===== src/deq_pkg.sv =====
`default_nettype none
package deq_pkg;

  localparam int DEPTH_DEFAULT = 1024;

  localparam int CMD_W   = 3;
  localparam int DATA_W  = 32;
  localparam int COUNT_W = 11;

  localparam logic [CMD_W-1:0] CMD_PUSH_FRONT = 3'd0;
  localparam logic [CMD_W-1:0] CMD_PUSH_BACK  = 3'd1;
  localparam logic [CMD_W-1:0] CMD_POP_FRONT  = 3'd2;
  localparam logic [CMD_W-1:0] CMD_POP_BACK   = 3'd3;

  localparam logic [DATA_W-1:0] EMPTY_MARK = '1;

  // Commands from the controller to the datapath, one step each
  typedef struct packed {
    logic capture;   // register the accepted transaction
    logic exec;      // update pointers, write or read the slot memory
    logic load;      // settle front/back, fill the output register
  } deq_ctl_t;

endpackage
`default_nettype wire


===== src/deq_ctrl.sv =====
`default_nettype none
module deq_ctrl (
  input  wire logic            clk,
  input  wire logic            rst,
  input  wire logic            in_valid,
  output logic                 in_stall,
  output logic                 out_valid,
  input  wire logic            out_stall,
  output deq_pkg::deq_ctl_t    ctl
);
  import deq_pkg::*;

  typedef enum logic [1:0] {
    S_IDLE,
    S_EXEC,
    S_LOAD
  } state_t;

  state_t state;
  logic   out_free;

  assign in_stall = (state != S_IDLE);
  assign out_free = !out_valid || !out_stall;

  always_comb begin
    ctl.capture = (state == S_IDLE) && in_valid;
    ctl.exec    = (state == S_EXEC);
    ctl.load    = (state == S_LOAD) && out_free;
  end

  always_ff @(posedge clk) begin
    if (rst) begin
      state     <= S_IDLE;
      out_valid <= 1'b0;
    end else begin
      // raise valid with a fresh result, drop it once taken
      if (ctl.load) begin
        out_valid <= 1'b1;
      end else if (out_valid && !out_stall) begin
        out_valid <= 1'b0;
      end
      case (state)
        S_IDLE: begin
          if (in_valid) begin
            state <= S_EXEC;
          end
        end
        S_EXEC: begin
          state <= S_LOAD;
        end
        S_LOAD: begin
          // hold until the output register is free
          if (out_free) begin
            state <= S_IDLE;
          end
        end
        default: begin
          state <= S_IDLE;
        end
      endcase
    end
  end

endmodule
`default_nettype wire


===== config.mk =====
export PLATFORM = sky130hd
export DESIGN_NAME = deq_ctrl
export DESIGN_NICKNAME = d
export VERILOG_FILES = /design/src/deq_pkg.sv /design/src/deq_ctrl.sv
export SDC_FILE = /design/constraint.sdc
export NUM_CORES = 1
export LEC_CHECK = 0
export BUFFER_PORTS_ARGS = -buffer_cell sky130_fd_sc_hd__buf_2
export CORE_AREA = 2 2 39 41
export CTS_CLUSTER_DIAMETER = 60
export DETAILED_ROUTE_END_ITERATION = 6
export DIE_AREA = 0 0 41 43
export PLACE_DENSITY = 0.4
export RECOVER_POWER = 100
export SLEW_MARGIN = 20
export SYNTH_ARGS = -nofsm -noshare
export SYNTH_HDL_FRONTEND = slang
export SYNTH_SLANG_ARGS = --single-unit

===== constraint.sdc =====
create_clock -name clk -period 1.8 [get_ports clk]
set_input_delay 0.18 -clock clk [delete_from_list [all_inputs] [get_ports clk]]
set_output_delay 0.18 -clock clk [all_outputs]
set_load 0.01 [all_outputs]

* Word level (Yosys, flattened, before mapping)
Index checks and enable logic that the tools add are counted.
** Storage, ports and cells
- Flip-flop bits (word level) :: 3
- Input port bits :: 4
- Output and inout bits :: 5
- Word-level logic and storage cells :: 21
** Operators by class
- Eq/ne operators :: 4
- Muxes and demuxes :: 5
- Reduce and logical (&&, ||, !) cells :: 10
** Operator list (count)
- case mux 2 bit (3 select lines) :: 1
- two-way mux 2 bit :: 2
- != test 2 bit (second input constant) :: 2
- nonzero test 2 bit :: 2
- logical AND 1 bit :: 3
- == test 2 x 1 -> 1 bit (second input constant) :: 1
- == test 2 bit (second input constant) :: 1
- logical NOT 1 bit :: 2
- logical NOT 2 bit :: 1
- two-way mux 1 bit :: 2
- AND reduction 2 bit :: 1
- logical OR 1 bit :: 1

* Logic depth before layout (Yosys ltp)
- Word-level depth :: 4
- Mapped depth :: 2
- Mapped depth without buffers :: 2

* Worst setup path before layout
No wires, ideal clock.
- Path type :: register -> output
- Start :: register state[0]
- End :: output port ctl[0] in the netlist's numbering
- Data arrival time :: 0.673 ns
- Required time :: 1.620 ns
- Setup slack :: 0.947 ns
- Stages on the path, launching flop included :: 3
- Buffers on the path :: 0
- Cells stage by stage :: dfxtp_1 > nand2b_1 > a21oi_1
** RTL lines
- from (decl) :: line deq_ctrl.sv:19 : state_t state;
- from (signal assigned) :: line deq_ctrl.sv:33 : state <= S_IDLE;
- from (signal assigned) :: line deq_ctrl.sv:45 : state <= S_EXEC;
- from (signal assigned) :: line deq_ctrl.sv:49 : state <= S_LOAD;
- to (decl) :: line deq_ctrl.sv:9 : output deq_pkg::deq_ctl_t ctl

==> summary.txt <==
Timing
  – FMAX: 809.1 MHz
  – Minimum clock period: 1.236 ns
  – Sum of negative setup slack: 0 ns
  – Final Hold Vio Count: 0
  – Worst Skew: 0.002311 ns
  – Final Cycle Share: 68.66%
  – Final Worst Setup Slack: 0.5641 ns
  – Min Hold Slack: 0.1425 ns
  – Least-Margin Pin Slew: 0.3083 ns
  – Setup repair after global routing missed its margin: false
  – Final setup fails: 0
  – Slew Limit Fails: 0
  – Relative slew slack: 79.40%

Route
  – Drt total wl: 325 um
  – Routed vias: 132
  – Drt drc: 0
  – Drt pass-1 iters: 2
  – DR vias/cell: 3.143
  – Post-route ant nets: 0
  – Wire per inst: 7.738 um
  – Iter 0 DRT Violations: 3

Clock tree
  – CTS Buf Count: 3
  – Post-CTS sizing: 0
  – CTS tree: done
  – Worst-path clk slew: 0.04 ns
  – CTS Sinks: 3
  – Root buffer cell: clkbuf_4
  – Postcts setup bufs: 0
  – H-Tree Depth: 1
  – Hold buffer count at cts: 0
  – Clock latency on the worst-skew pair: 0.23 ns
  – Deepest clock path buffer count: 2

Synthesis
  – Largest cells by area after synthesis: dfxtp_1 46%, a21oi_1 11%, nand2b_1 9.5%
  – #FFs+latches synth: 3
  – Synth Area per Inst: 9.384 um^2
  – EDFF count, synth: 0
  – Syn_nets: 18
  – Mapped Area: 131.4 um^2
  – Post-synth top cells: 3 x a21oi_1, 3 x dfxtp_1, 2 x nand2b_1
  – Synthesis Warnings: 0
  – Mapped Cells: 14
  – Sequential fraction of the synthesis area: 45.71%
  – Cell taking the most area after synthesis: dfxtp_1
  – Main synth FF type: dfxtp_1
  – Post-synthesis async set-or-reset flop share: 0%
  – Count of different cell masters after synthesis: 9
  – Synth top area share: 45.71%

Critical path
  – RR Startpoint: state[1]$_SDFFE_PP0P_
  – Family with the most delay on the worst path: flip-flops
  – Reg2Reg Depth: 2
  – Critical Path Slowest Stage Cell: dfxtp_1
  – CP peak stage delay: 0.33 ns
  – Crit. path cell count: 2
  – Critical path cell sequence: nor3b_1, clkbuf_1
  – WP buf/inv: 1
  – Worst setup EP type: output port
  – CP Class: flip-flop to output port
  – Nature of the critical path startpoint: flip-flop
  – CP Data Arrival Time: 1.06 ns
  – R2r setup slk: 0.92 ns
  – Worst EP required: 1.62 ns
  – Reg2Reg Capture Point: state[0]$_SDFFE_PP0P_
  – CP max FO: 5

Layout
  – Area Overhead vs Synth: 57.14%
  – Antenna Cells: 0
  – Post-layout util: 14.92%
  – FF+latch area: 60.06 um^2
  – Filler Cells Inserted: 166
  – Layout cells sized above 1: 30.77%
  – Multi-input logic area: 62.56 um^2
  – Nets: 31

Power
  – Pwr/cell area: 1022 nW/um^2
  – Sequential power share: 34.7%
  – Int Pwr: 0.1636 mW
  – Combinational Power Share: 10.6%
  – Leakage: 0.08749 nW
  – Switching Share: 22.46%
  – Clock share of power: 54.7%
  – Worst vdd ir: 0.2331 mV
  – Net switching power: 0.04739 mW

Min path
  – Hold Crit Depth: 2
  – Startpoint of the worst hold path: rst
  – Worst Hold Path EP: state[1]$_SDFFE_PP0P_
  – Worst hold path class: input port to flip-flop

Placed design
  – Place WS: 0.8523 ns
  – Hpwl dp: 251.9 um
  – Port Buffer Count: 8
  – GP Congestion: 0.5767

Floorplan
  – Die outline area: 1763 um^2
  – # rows: 14
  – IO Count: 9
  – Total core area: 1384 um^2
  – Die Ht: 43 um
  – Die Wd: 41 um
  – Initial core utilization: 9.494%

Global routing
  – First-pass GRT wire length: 579 um
  – Initial antenna violation count: 0
  – Vias in the first global route: 120
  – Global Route Usage Sum: 6.024%
  – GR Overflow Total: 0
  – Largest net degree at the start of global routing: 6

Run
  – MaxCap Viol Count: 0

Outcome
  – Status: completed
routing by layer:
layer	vias to the layer above	GRT usage, %	share of wire (%)
met3	2	6.283	15
li1	72	-	-
met5	-	0	0
met1	49	9.325	61
met2	9	3.125	22
met4	0	6.000	1.8
flip-flops by register name, indices dropped and copies added, names as in the netlist:
register	cells
out_valid	1
state	2
worst register-to-register path: stages (launching register included):
cell and delay, ns:
dfxtp_1 0.33, nor3b_1 0.31, and2b_2 0.19
how the worst max path moves through the flow:
stage                                from     end  slack [ns]
finish              state[1]$_SDFFE_PP0P_  ctl[2]        0.56
global route        state[1]$_SDFFE_PP0P_  ctl[2]        0.45
CTS                 state[0]$_SDFFE_PP0P_  ctl[0]        0.59
detailed placement  state[0]$_SDFFE_PP0P_  ctl[0]        0.85
global placement    state[0]$_SDFFE_PP0P_  ctl[0]        0.84
floorplan           state[0]$_SDFFE_PP0P_  ctl[0]        0.95
cells in the final DEF (no fill, tap or decap):
cell and instances:
clkbuf_1 6, a21oi_1 3, clkbuf_4 3, buf_2 3
dfxtp_1 3, nand2b_1 2, inv_1 1, or2_2 1
nor3b_1 1, and2b_2 1, nand2_1 1, nand4b_1 1
power groups by stage:
stage               clock [mW]  sequential (mW)  combinational (mW)
finish                   0.115           0.0732              0.0224
global route             0.131           0.0741              0.0253
CTS                      0.124           0.0734              0.0251
detailed placement           0           0.0745              0.0250
global placement             0           0.0747              0.0248
floorplan                    0           0.0741              0.0128
kinds of logic (layout without fill, tap and decap cells):
| kind of cell | after synthesis | count (layout) | share of synthesized area [%] |
|---|---|---|---|
| flip-flops | 3 | 3 | 45.72 |
| AO/OA/AOI/OAI | 3 | 3 | 11.43 |
| AND/OR/NAND/NOR | 7 | 7 | 40.00 |
| buffers and inverters | 1 | 13 | 2.854 |
area by class of cell:
type / instances / area share [%]
sequential: 3 / 29.09
clock buffer: 4 / 12.73
multi-input combinational: 10 / 30.30
tap: 16 / 9.697
inverter: 1 / 1.818
timing repair buffer: 8 / 16.36
metrics by stage:
stage | std cells | area [um^2] | total power [mW]
floorplan | 14 | 131.4 | 0.08692
global placement | 38 | 191.4 | 0.09945
detailed placement | 38 | 191.4 | 0.09948
CTS | 42 | 217.7 | 0.2223
global route | 42 | 206.4 | 0.2301
finish | 42 | 206.4 | 0.2110
Note: power is estimated with default switching activity, not from simulation.
